[src/hdl/tbbs_pkg.sv]
// Shared constants and control/status types for the two-bit block-state bitmap.
package tbbs_pkg;

    localparam int unsigned OP_W            = 2;
    localparam int unsigned BLK_W           = 12;
    localparam int unsigned ST_W            = 2;
    localparam int unsigned VAL_W           = 13;
    localparam int unsigned LEN_W           = 11;
    localparam int unsigned BYTE_W          = 8;
    localparam int unsigned ENTRIES         = 4;
    localparam int unsigned POS_W           = 2;
    localparam int unsigned LEN_MAX         = 2047;
    localparam int unsigned STORE_BYTES_DEF = 1024;

    localparam logic [LEN_W-1:0]  LEN_RESET = 11'd1024;
    localparam logic [BYTE_W-1:0] LOW_BITS  = 8'h55;

    localparam logic [OP_W-1:0] OP_SET   = 2'd0;
    localparam logic [OP_W-1:0] OP_FIND  = 2'd1;
    localparam logic [OP_W-1:0] OP_COUNT = 2'd2;

    typedef struct packed {
        logic clr;
        logic accept;
        logic set_rd;
        logic set_wr;
        logic scan;
        logic load_out;
    } t_cmd;

    typedef struct packed {
        logic clr_last;
        logic scan_done;
    } t_sts;

endpackage

[src/hdl/tbbs_ctrl.sv]
// Controller state machine: clearing pass, operation sequencing, response handshake.
module tbbs_ctrl (
    input  logic                    i_clk,
    input  logic                    i_rst_n,
    input  logic                    i_req_valid,
    input  logic [tbbs_pkg::OP_W-1:0] i_opcode,
    output logic                    o_req_ready,
    input  logic                    i_rsp_ready,
    output logic                    o_rsp_valid,
    output tbbs_pkg::t_cmd          o_cmd,
    input  tbbs_pkg::t_sts          i_sts
);
    import tbbs_pkg::*;

    typedef enum logic [2:0] {
        S_CLEAR,
        S_IDLE,
        S_SET_RD,
        S_SET_WR,
        S_SCAN,
        S_DONE
    } t_state;

    t_state r_state, n_state;
    logic   r_rsp_valid, n_rsp_valid;

    always_comb begin
        n_state     = r_state;
        n_rsp_valid = r_rsp_valid && !i_rsp_ready;
        o_cmd       = '0;
        unique case (r_state)
            S_CLEAR: begin
                o_cmd.clr = 1'b1;
                if (i_sts.clr_last) begin
                    n_state = S_IDLE;
                end
            end
            S_IDLE: begin
                if (i_req_valid) begin
                    o_cmd.accept = 1'b1;
                    unique case (i_opcode)
                        OP_SET:             n_state = S_SET_RD;
                        OP_FIND, OP_COUNT:  n_state = S_SCAN;
                        default:            n_state = S_DONE;
                    endcase
                end
            end
            S_SET_RD: begin
                o_cmd.set_rd = 1'b1;
                n_state      = S_SET_WR;
            end
            S_SET_WR: begin
                o_cmd.set_wr = 1'b1;
                n_state      = S_DONE;
            end
            S_SCAN: begin
                o_cmd.scan = 1'b1;
                if (i_sts.scan_done) begin
                    n_state = S_DONE;
                end
            end
            S_DONE: begin
                // hold the result until the output register is free
                if (!r_rsp_valid || i_rsp_ready) begin
                    o_cmd.load_out = 1'b1;
                    n_rsp_valid    = 1'b1;
                    n_state        = S_IDLE;
                end
            end
            default: begin
                n_state = S_IDLE;
            end
        endcase
    end

    always_ff @(posedge i_clk) begin
        if (!i_rst_n) begin
            r_state     <= S_CLEAR;
            r_rsp_valid <= 1'b0;
        end else begin
            r_state     <= n_state;
            r_rsp_valid <= n_rsp_valid;
        end
    end

    assign o_req_ready = (r_state == S_IDLE);
    assign o_rsp_valid = r_rsp_valid;

endmodule

[config.mk]
export PLATFORM = sky130hd
export DESIGN_NAME = tbbs_ctrl
export DESIGN_NICKNAME = d
export VERILOG_FILES = /design/src/hdl/tbbs_pkg.sv /design/src/hdl/tbbs_ctrl.sv
export SDC_FILE = /design/constraint.sdc
export NUM_CORES = 1
export LEC_CHECK = 0
export ABC_AREA = 1
export BUFFER_PORTS_ARGS = -buffer_cell sky130_fd_sc_hd__buf_4
export CAP_MARGIN = 20
export CORE_AREA = 5 5 42 44
export CTS_CLUSTER_DIAMETER = 30
export DETAILED_ROUTE_END_ITERATION = 7
export DIE_AREA = 0 0 47 49
export MAX_ROUTING_LAYER = met4
export PLACE_DENSITY = 0.43
export RECOVER_POWER = 50
export SETUP_SLACK_MARGIN = 0.3
export SLEW_MARGIN = 10
export SYNTH_ARGS = -nofsm -noshare
export SYNTH_HDL_FRONTEND = slang
export SYNTH_SLANG_ARGS = --single-unit
[constraint.sdc]
create_clock -name i_clk -period 1.1 [get_ports i_clk]
set_input_delay 0.055 -clock i_clk [delete_from_list [all_inputs] [get_ports i_clk]]
set_output_delay 0.055 -clock i_clk [all_outputs]
set_load 0.02 [all_outputs]
# Word-level counts from Yosys, hierarchy flattened
# Index checks and enable logic that the tools add are counted.
# totals
register_bits	4
output_inout_bits	8
elab_cells	37
# op_classes
n_eq_ne	11
n_mux	16
n_reduce_logical	8
# ops
op	count
$pmux W3 S6	1
$mux W3	4
$mux W1	10
$ne A2 B2 Y1 const B	4
$eq A3 B2 Y1 const B	2
$eq A3 B3 Y1 const B	2
$pmux W3 S2	1
$reduce_and A4 Y1	1
$eq A3 B1 Y1 const B	1
$logic_not A3 Y1	1
$eq A2 B1 Y1 const B	1
$eq A2 B2 Y1 const B	1
$logic_not A1 Y1	2
$logic_not A2 Y1	1
$reduce_or A2 Y1	1
$logic_and A1 B1 Y1	1
$logic_or A1 B1 Y1	1

# Depth between registers and ports, before layout
# Gate-level depths: netlist (run 1).
# depth
depth_word	5
depth_mapped	7
mapped_depth_nobuf	7

# Worst setup path after synthesis (run 1)
# Ideal clock, no wire load.
# synth_timing
kind	register -> register
start	reg r_state[2]
end	reg r_state[1]
setup_time_ps	117
t_arrival_ps	967
path_slack_ps	16
stages_incl_launch_ff	6
n_path_buf	0
period_less_slack_ps	1084
path_cell_list	dfxtp_1 -> inv_1 -> nand3_1 -> inv_1 -> a21oi_1 -> nor3_2
# synth_via
elab_chain_len	3
elab_cells_between_ends	12
cone_classes	eq/ne: 9; mux: 1; reduce/logical: 2
# synth_lines
element	line	text
start, declared	tbbs_ctrl.sv:24	t_state r_state, n_state;
start signal, assigned	tbbs_ctrl.sv:81	r_state <= n_state;
$eq A3 B1 Y1 (*)	n/a	
named net o_req_ready	tbbs_ctrl.sv:7	output logic o_req_ready,
$ne A2 B2 Y1 (no line)	n/a	
$reduce_and A4 Y1 (no line)	n/a	
# The timed path passes the listed nets; every way through them passes the cells marked *.
# A chain may end at the register's enable or synchronous reset.

==> metrics.cfg, run 1 <==
[clocking]
cts_tree = done
cts_buffer_depth = 2
numClockSinks = 4
cts_root_buf = clkbuf_4
htree_levels = 1
cts_buffers = 3
clkSlewWorstSetupHoldPaths_ps = 40
insertion_delay_ps = 240

[synthesis]
syn-cell-area_um2 = 302
synthTopCellsByArea = dfxtp_1 (27%), inv_1 (14%), nor2_1 (14%)
synthMuxAreaShare_pct = 0
synth_top_family_by_area = simple AND/OR/NAND/NOR gates
syn_nets = 60
ys_seq_area_share_pct = 26.6
synthAdderAreaFrac_pct = 0
syn_avg_cell_area_um2 = 5.80
synth_top_area_share_pct = 26.6
yosys_register_bits = 4
synth_compound_area_share_pct = 8.30
yosysTopAreaCell = dfxtp_1
yosysWarningCount = 0
postSynthCellCount = 52
synth_cell_types = 12
synthXorXnorAreaFrac_pct = 0
synth_simple_gate_area_share_pct = 51.5

[power]
power_frac_seq_pct = 20.0
vdd_drop_max_mv = 1.08
static-leakage-power_nw = 0.311
pwr-share-clk_pct = 12.7
switchingPower_w = 0.000727
p_comb_share_pct = 67.3
fin_total_pwr_w = 0.00159
intPower_w = 0.000865
powerDensity_mw_per_mm2 = 2560
p_sw_share_pct = 45.7

[sta]
maxSlewHeadroom_pct = 83.5
setup_slack_ps = 2.17
worst_pin_slew_ps = 249
whs_ps = 57.5
fmax_ghz = 0.911
hold_viol_final = 0
setup_viol = 0
rsz0062_at_grt = true
drv_slew = 0
fin_worst_skew_ps = 3.68
layout_worst_path_cycle_share_pct = 99.8
fin_crit_ps = 1100

[worst_setup_path]
max_stage_delay_ps = 390
critPathSlowestCell = dfxtp_4
cp_max_fo = 6
cp_cell_sequence = inv_6 > buf_4 > nand2_2 > inv_2 > buf_6
endpoint_kind = primary output
critPathKind = reg -> out
rr_worst_depth = 8
cp_data_arrival_time_ps = 1040
worstSetupStartpointType = flop
cp.required_ps = 1040

[floorplan]
num_io_pins = 16
die_w_um = 47
dieArea_mm2 = 0.00230
rows = 14
die_h_um = 49
initial_core_util_pct = 21.5
core_area_mm2 = 0.00140

[finish]
final_area_um2 = 621
final_cell_mix = buf_4 (15), nor2_1 (8), nand2_1 (6), buf_6 (6), inv_2 (5)
nets = 87
diodes = 0
final_common_cell = buf_4
multiInputGateArea_um2 = 246
regArea_um2 = 92.6
utilization_pct = 44.3
fill_cells = 160
area_growth_pct = 106
drive_gt1_share_pct = 65.4

[drt]
first_pass_iters = 1
num_vias = 397
routed_via_density = 4.22
wl_um = 927
drcViolationCount = 0
drt-initial-drc-count = 0
drtAntennaViolNets = 0
avgRoutedWirePerCell_um = 9.86

[outcome]
status = finished clean

[placement]
dp_hpwl_um = 667
place_ws_ps = 62.9
io_buffers = 15
placed_area_um2 = 458
gp_congestion = 0.694

[grt]
grt_pass1_vias = 401
grt_pass1_wl_um = 1540
grt_max_degree = 8
antenna_found_initial = 0
grt-ovfl-total = 0
grt_use_total_pct = 9.46

[hold_path]
hold_path.class = in -> reg
hold_depth = 3

[flow_run]
cap_violations = 0

power groups by stage:
| stage | registers [W] | logic (W) | clock network, W |
|---|---|---|---|
| after floorplan | 0.000279 | 0.000483 | 0 |
| after global placement | 0.000287 | 0.000718 | 0 |
| after detailed placement | 0.000283 | 0.000716 | 0 |
| after CTS | 0.000319 | 0.000853 | 0.000213 |
| after global routing | 0.000332 | 0.00118 | 0.000219 |
| final | 0.000318 | 0.00107 | 0.000203 |
worst paths after layout:
path	slack (ps)	endpoint	start
max	2	o_cmd[5]	r_state[2]
max reg2reg	20	r_state[2]	r_state[2]
min	60	r_state[2]	i_rst_n
min reg2reg	530	o_rsp_valid	o_rsp_valid
timing repair:
item	in CTS	in global routing
setup endpoints to repair	10	10
hold buffers	0	0
cloned	0	0
pin swaps	6	7
setup buffers	3	4
gates resized for setup	14	13
synth_stat cells:
cell	instances
nand2_1	9
nand3_2	1
nor2_1	11
nand3b_1	2
nand3_1	4
nand4_1	1
o21ai_0	1
a21oi_1	4
inv_1	11
nor2_2	3
nor3_2	1
dfxtp_1	4
final cells by class:
type | count | area share [%]
Inverter | 11 | 8.27
Timing Repair Buffer | 22 | 29.6
Tap cell | 16 | 3.23
Clock buffer | 4 | 4.23
Multi-Input combinational cell | 37 | 39.7
Sequential cell | 4 | 14.9
registers in the layout, indices dropped and copies added, names as in the netlist:
register     count
r_state          3
o_rsp_valid      1
logic make-up after synthesis:
family,count (synthesis)
AND/OR/NAND/NOR,32
AO/OA/AOI/OAI,5
buffers and inverters,11
flip-flops,4
per-stage QoR:
| stage | setup TNS, ps | std cells |
|---|---|---|
| after floorplan | 0 | 52 |
| after global placement | 0 | 83 |
| after detailed placement | 0 | 83 |
| after CTS | 0 | 90 |
| after global routing | -367 | 94 |
| final | 0 | 94 |
layer usage:
metal  up-vias  global-route usage (%)  part of all wire, %
li1        214                       -                    -
met3         0                    3.32                  4.3
met4         0                    4.15                    0
met1       178                    11.6                   41
met2         5                    13.6                   55
met5         -                       -                    0
worst max-delay path, delay by kind of cell (launching register included):
family	cells	cell delay, ps
buffers and inverters	4	340
AND/OR/NAND/NOR	1	80
flip-flops	1	390
(Power assumes the default switching activity.)
==> run 2, diff against run 1 <==
--- a/config.mk
+++ b/config.mk
@@ -16,6 +16,7 @@
 export PLACE_DENSITY = 0.43
 export RECOVER_POWER = 50
 export SETUP_SLACK_MARGIN = 0.3
+export SKIP_CTS_REPAIR_TIMING = 1
 export SLEW_MARGIN = 10
 export SYNTH_ARGS = -nofsm -noshare
 export SYNTH_HDL_FRONTEND = slang
==> constraint.sdc (replaced) <==
create_clock -name i_clk -period 1.1 [get_ports i_clk]
set_input_delay 0.11 -clock i_clk [delete_from_list [all_inputs] [get_ports i_clk]]
set_output_delay 0.11 -clock i_clk [all_outputs]
set_load 0.02 [all_outputs]
==> run 2 against run 1 <==
Non-clock buffer count decreased by 6; the run now ends with negative setup slack left; flip-flop and latch count unchanged; final cell count decreased by 6.4%; total power decreased by 15%.
==> metrics.cfg, run 2 (synthesized netlist as in run 1, its figures left out) <==
[outcome]
status = complete, but fails checks
violations = negative setup slack

[power]
powerDensity_mw_per_mm2 = 2440  ; -4.8%
static-leakage-power_nw = 0.279  ; -10%
vdd_drop_max_mv = 0.780  ; -28%

[drt]
drtAntennaViolNets = 0  ; unchanged
avgRoutedWirePerCell_um = 9.39  ; -4.8%
drcViolationCount = 0  ; unchanged
first_pass_iters = 4  ; +3
num_vias = 380  ; -4.3%
drt-initial-drc-count = 1  ; +1
wl_um = 826  ; -11%
routed_via_density = 4.32  ; +2.2%

[clocking]
clkSlewWorstSetupHoldPaths_ps = 40  ; about the same
cts_buffer_depth = 2  ; unchanged
cts_tree = done
htree_levels = 1  ; unchanged
cts_buffers = 3  ; unchanged
insertion_delay_ps = 240  ; about the same
cts_root_buf = clkbuf_4
numClockSinks = 4  ; unchanged

[sta]
worst_pin_slew_ps = 169  ; -80.1 ps
maxSlewHeadroom_pct = 88.7  ; +5.3 points
fin_worst_skew_ps = 7.65  ; +3.97 ps
tns_ps = -81.6  ; -81.6 ps
fin_crit_ps = 1130  ; +31.4 ps
drv_slew = 0  ; unchanged
setup_slack_ps = -29.3  ; -31.4 ps
fmax_ghz = 0.886  ; -2.8%
layout_worst_path_cycle_share_pct = 103  ; +2.9 points
setup_viol = 4  ; +4
rsz0062_at_grt = true
hold_viol_final = 0  ; unchanged

[worst_setup_path]
cp_data_arrival_time_ps = 1020  ; -20 ps
endpoint_kind = primary output
cp_max_fo = 4  ; -2
critPathKind = reg -> out
max_stage_delay_ps = 360  ; -30 ps
critPathSlowestCell = dfxtp_4
worstSetupStartpointType = flop
cp_cell_sequence = inv_6 > nand3_4 > a21oi_2 > buf_6
path_delay_family = flip-flops
cp.required_ps = 990  ; -50 ps
cp_num_buf_inv = 2  ; -2

[floorplan]
core_area_mm2 = 0.00140  ; unchanged
die_w_um = 47  ; unchanged
rows = 14  ; unchanged
initial_core_util_pct = 21.5  ; unchanged
num_io_pins = 16  ; unchanged
dieArea_mm2 = 0.00230  ; unchanged
die_h_um = 49  ; unchanged

[grt]
top_usage_layer = met2
use_met3_pct = 2.58  ; -0.74 points
grt_max_degree = 8  ; unchanged
grt_use_total_pct = 8.82  ; -0.64 points
grt_pass1_vias = 367  ; -8.5%
grtUsageMet1_pct = 10.6  ; -1.1 points
grt-ovfl-total = 0  ; unchanged
grt_pass1_wl_um = 1430  ; -7.2%
antenna_found_initial = 0  ; unchanged
gr-usage-met2_pct = 11.8  ; -1.8 points

[finish]
final_cell_mix = buf_4 (11), nor2_1 (9), nand2_1 (7)
multiInputGateArea_um2 = 228  ; -7.6%
area_growth_pct = 84.2
diodes = 0  ; unchanged
fill_cells = 163  ; +1.9%
regMostFlops = r_state
finalNonFillerCells = 88  ; -6.4%
largest_reg_flops = 3  ; unchanged
regArea_um2 = 91.3  ; -1.4%
final_area_um2 = 556  ; -10%
utilization_pct = 39.6  ; -4.6 points
final_common_cell = buf_4
nets = 81  ; -6.9%
drive_gt1_share_pct = 55.6  ; -9.8 points

[flow_run]
cap_violations = 0  ; unchanged

[placement]
placed_area_um2 = 488  ; +6.6%
dp_hpwl_um = 711  ; +6.6%
dp_cells = 83  ; unchanged
gp_congestion = 0.754  ; +8.6%
io_buffers = 15  ; unchanged

[hold_path]
hold_path.class = in -> reg

[run 2: cell count changes in the layout (fill, tap and decap cells not counted), sizes merged]
cell    delta
buf        -5
clkbuf     -1
[run 2: stage by stage]
step,hold slack (ps),setup slack [ps],total power (W)
2_1_floorplan,221,185,0.000829
3_3_place_gp,352,65.8,0.00108
3_5_place_dp,359,80.6,0.00106
4_1_cts,100,-54.6,0.00128
5_1_grt,124,-99.3,0.00148
6_report,112,-29.3,0.00136
[run 2: final cells by class]
type                    count  share of cell area (%)
multi-input cells          37                    41.0
repair buffers             16                    25.0
clock buffers               4                    4.73
inverters                  11                    9.23
well taps                  16                    3.60
flip-flops and latches      4                    16.4
[run 2: power breakdown]
part / switching [W] / internal (W) / total, W
Clock: 0.0000703 / 0.000137 / 0.000207
Sequential: 0.000108 / 0.000212 / 0.000320
Combinational: 0.000464 / 0.000365 / 0.000828
[run 2: layer usage]
metal	wire [µm]	up-vias
met3	48	5
met5	0	-
met4	29	0
met2	401	8
met1	346	163
li1	-	204
[run 2: worst register-to-register path: cells and delay by family, from the launching register on]
kind | cells | cell delay (ps)
flops | 1 | 360
buf+inv | 1 | 50
simple gates | 6 | 550
[run 2: final timing paths]
kind	from	endpoint	slack [ps]	depth (start not counted)
min	i_rst_n	r_state[0]	110	3
max	r_state[1]	o_cmd[0]	-30	4
min reg2reg	r_state[2]	r_state[2]	550	2
max reg2reg	r_state[1]	r_state[0]	90	7
==> run 3, diff against run 2 <==
--- a/config.mk
+++ b/config.mk
@@ -8,12 +8,14 @@
 export ABC_AREA = 1
 export BUFFER_PORTS_ARGS = -buffer_cell sky130_fd_sc_hd__buf_4
 export CAP_MARGIN = 20
+export CELL_PAD_IN_SITES_DETAIL_PLACEMENT = 0
+export CELL_PAD_IN_SITES_GLOBAL_PLACEMENT = 1
 export CORE_AREA = 5 5 42 44
 export CTS_CLUSTER_DIAMETER = 30
 export DETAILED_ROUTE_END_ITERATION = 7
 export DIE_AREA = 0 0 47 49
 export MAX_ROUTING_LAYER = met4
-export PLACE_DENSITY = 0.43
+export PLACE_DENSITY = 0.62
 export RECOVER_POWER = 50
 export SETUP_SLACK_MARGIN = 0.3
 export SKIP_CTS_REPAIR_TIMING = 1
==> run 3 against run 2 <==
The run still ends with negative setup slack left; cell area rose by 4.3%; via count fell by 2.4%; non-clock buffer count did not move; global-route usage fell by 0.30 points; largest cell class unchanged; register-to-register slack got worse by 40 ps; core utilization rose by 1.7 points; critical endpoint is now o_cmd[1].
==> metrics.cfg, run 3 (synthesized netlist as in run 1, its figures left out) <==
[sta]
maxSlewHeadroom_pct = 88.2  ; -0.49 points
fmax_ghz = 0.894  ; +0.99%
setup_viol = 3  ; -1
rsz0062_at_grt = true
whs_ps = 114  ; +2.01 ps
layout_worst_path_cycle_share_pct = 102  ; -1.0 points
drv_slew = 0  ; unchanged
hold_viol_final = 0  ; unchanged
fin_crit_ps = 1120  ; -11.0 ps
setup_slack_ps = -18.2  ; +11.0 ps
tns_ps = -41.5  ; +40.1 ps
worst_pin_slew_ps = 176  ; +7.39 ps
fin_worst_skew_ps = 8.07  ; +0.422 ps

[worst_setup_path]
cp_data_arrival_time_ps = 1010  ; about the same
cp_max_fo = 7  ; +3
max_stage_delay_ps = 380  ; +20 ps
r2r_start = r_state[1]
critPathKind = reg -> out
worstSetupStartpointType = flop
rr_worst_depth = 8  ; +1
endpoint_kind = primary output
cp_cell_sequence = nor2_4 > nand2_1 > inv_1 > buf_4
cp.required_ps = 990  ; about the same
reg2reg_slack_ps = 50  ; -40 ps
critPathSlowestCell = dfxtp_4
timing.rr.end = r_state[0]

[grt]
antenna_found_initial = 0  ; unchanged
grt_pass1_wl_um = 1410  ; -0.98%
grt_use_total_pct = 8.51  ; -0.30 points
grt-ovfl-total = 0  ; unchanged
grt_max_degree = 8  ; unchanged
grt_pass1_vias = 353  ; -3.8%

[hold_path]
worstHoldStart = i_rst_n
holdPathEnd = r_state[0]
hold_path.class = in -> reg
hold_depth = 3  ; unchanged

[floorplan]
rows = 14  ; unchanged
dieArea_mm2 = 0.00230  ; unchanged
core_area_mm2 = 0.00140  ; unchanged
num_io_pins = 16  ; unchanged
die_h_um = 49  ; unchanged
die_w_um = 47  ; unchanged
initial_core_util_pct = 21.5  ; unchanged

[finish]
regMostFlops = r_state
fill_cells = 156  ; -4.3%
area_growth_pct = 92.1
diodes = 0  ; unchanged
utilization_pct = 41.3  ; +1.7 points
nets = 81  ; unchanged
drive_gt1_share_pct = 56.9  ; +1.4 points
finalNonFillerCells = 88  ; unchanged
largest_reg_flops = 3  ; unchanged
final_cell_mix = nor2_1 (9), buf_4 (9), buf_6 (7)
final_area_um2 = 579  ; +4.3%

[power]
vdd_drop_max_mv = 1.18  ; +51%
static-leakage-power_nw = 0.284  ; +1.8%
powerDensity_mw_per_mm2 = 2420  ; -0.70%

[drt]
drtAntennaViolNets = 0  ; unchanged
first_pass_iters = 2  ; -2
wl_um = 814  ; -1.5%
num_vias = 371  ; -2.4%
drcViolationCount = 0  ; unchanged
avgRoutedWirePerCell_um = 9.25  ; -1.5%
routed_via_density = 4.22  ; -2.4%
drt-initial-drc-count = 5  ; +4

[clocking]
cts_tree = done
insertion_delay_ps = 240  ; about the same
cts_buffer_depth = 2  ; unchanged
htree_levels = 1  ; unchanged
cts_root_buf = clkbuf_4
numClockSinks = 4  ; unchanged
clkSlewWorstSetupHoldPaths_ps = 40  ; about the same
cts_buffers = 3  ; unchanged

[placement]
dp_hpwl_um = 676  ; -5.0%
dp_cells = 83  ; unchanged
io_buffers = 15  ; unchanged
gp_congestion = 0.668  ; -11%
placed_area_um2 = 488  ; unchanged

[outcome]
violations = negative setup slack
status = complete, but fails checks

[flow_run]
cap_violations = 0  ; unchanged

-- run 3: cell counts in the layout (fill, tap and decap cells not counted) --
Identical to the previous run, type by type.
-- run 3: layout make-up --
type,count,area [µm²],share of cell area (%)
multi-input cells,37,246,42.5
repair buffers,16,146,25.3
flip-flops and latches,4,91.3,15.8
inverters,11,48.8,8.42
clock buffers,4,26.3,4.54
well taps,16,20.0,3.46
-- run 3: routing by layer --
layer	track usage, %	part of all wire [%]	vias up
met5	-	0	-
met4	5.53	1.2	0
met3	2.58	5.2	2
met2	11.3	52	5
met1	10.7	41	163
li1	-	-	201
-- run 3: worst max-delay path by stage --
stage,from,end,slack (ps),depth (start not counted)
final,r_state[0],o_cmd[1],-20,4
after global routing,r_state[0],o_cmd[1],-80,4
after CTS,r_state[1],o_cmd[0],-40,4
after detailed placement,r_state[0],r_state[2],90,7
after global placement,r_state[2],r_state[0],80,6
after floorplan,r_state[0],r_state[0],190,7
-- run 3: power by group --
group / switching [W] / internal, W / total, W / leakage (nW)
clock: 0.0000613 / 0.000136 / 0.000197 / 0.0150
combinational: 0.000500 / 0.000385 / 0.000885 / 0.235
sequential: 0.000109 / 0.000212 / 0.000321 / 0.0348
-- run 3: critical path, delay by kind of cell, from the launching register on --
family	cells	cell delay, ps
DFF	1	380
and+or+nand+nor	2	210
buffers and inverters	2	180
-- run 3: through the flow --
stage	worst slack, ps	total power, W
floorplan	185	0.000829
global placement	77.1	0.00107
detailed placement	94.9	0.00106
CTS	-39.2	0.00127
global route	-84.9	0.00152
finish	-18.2	0.00140
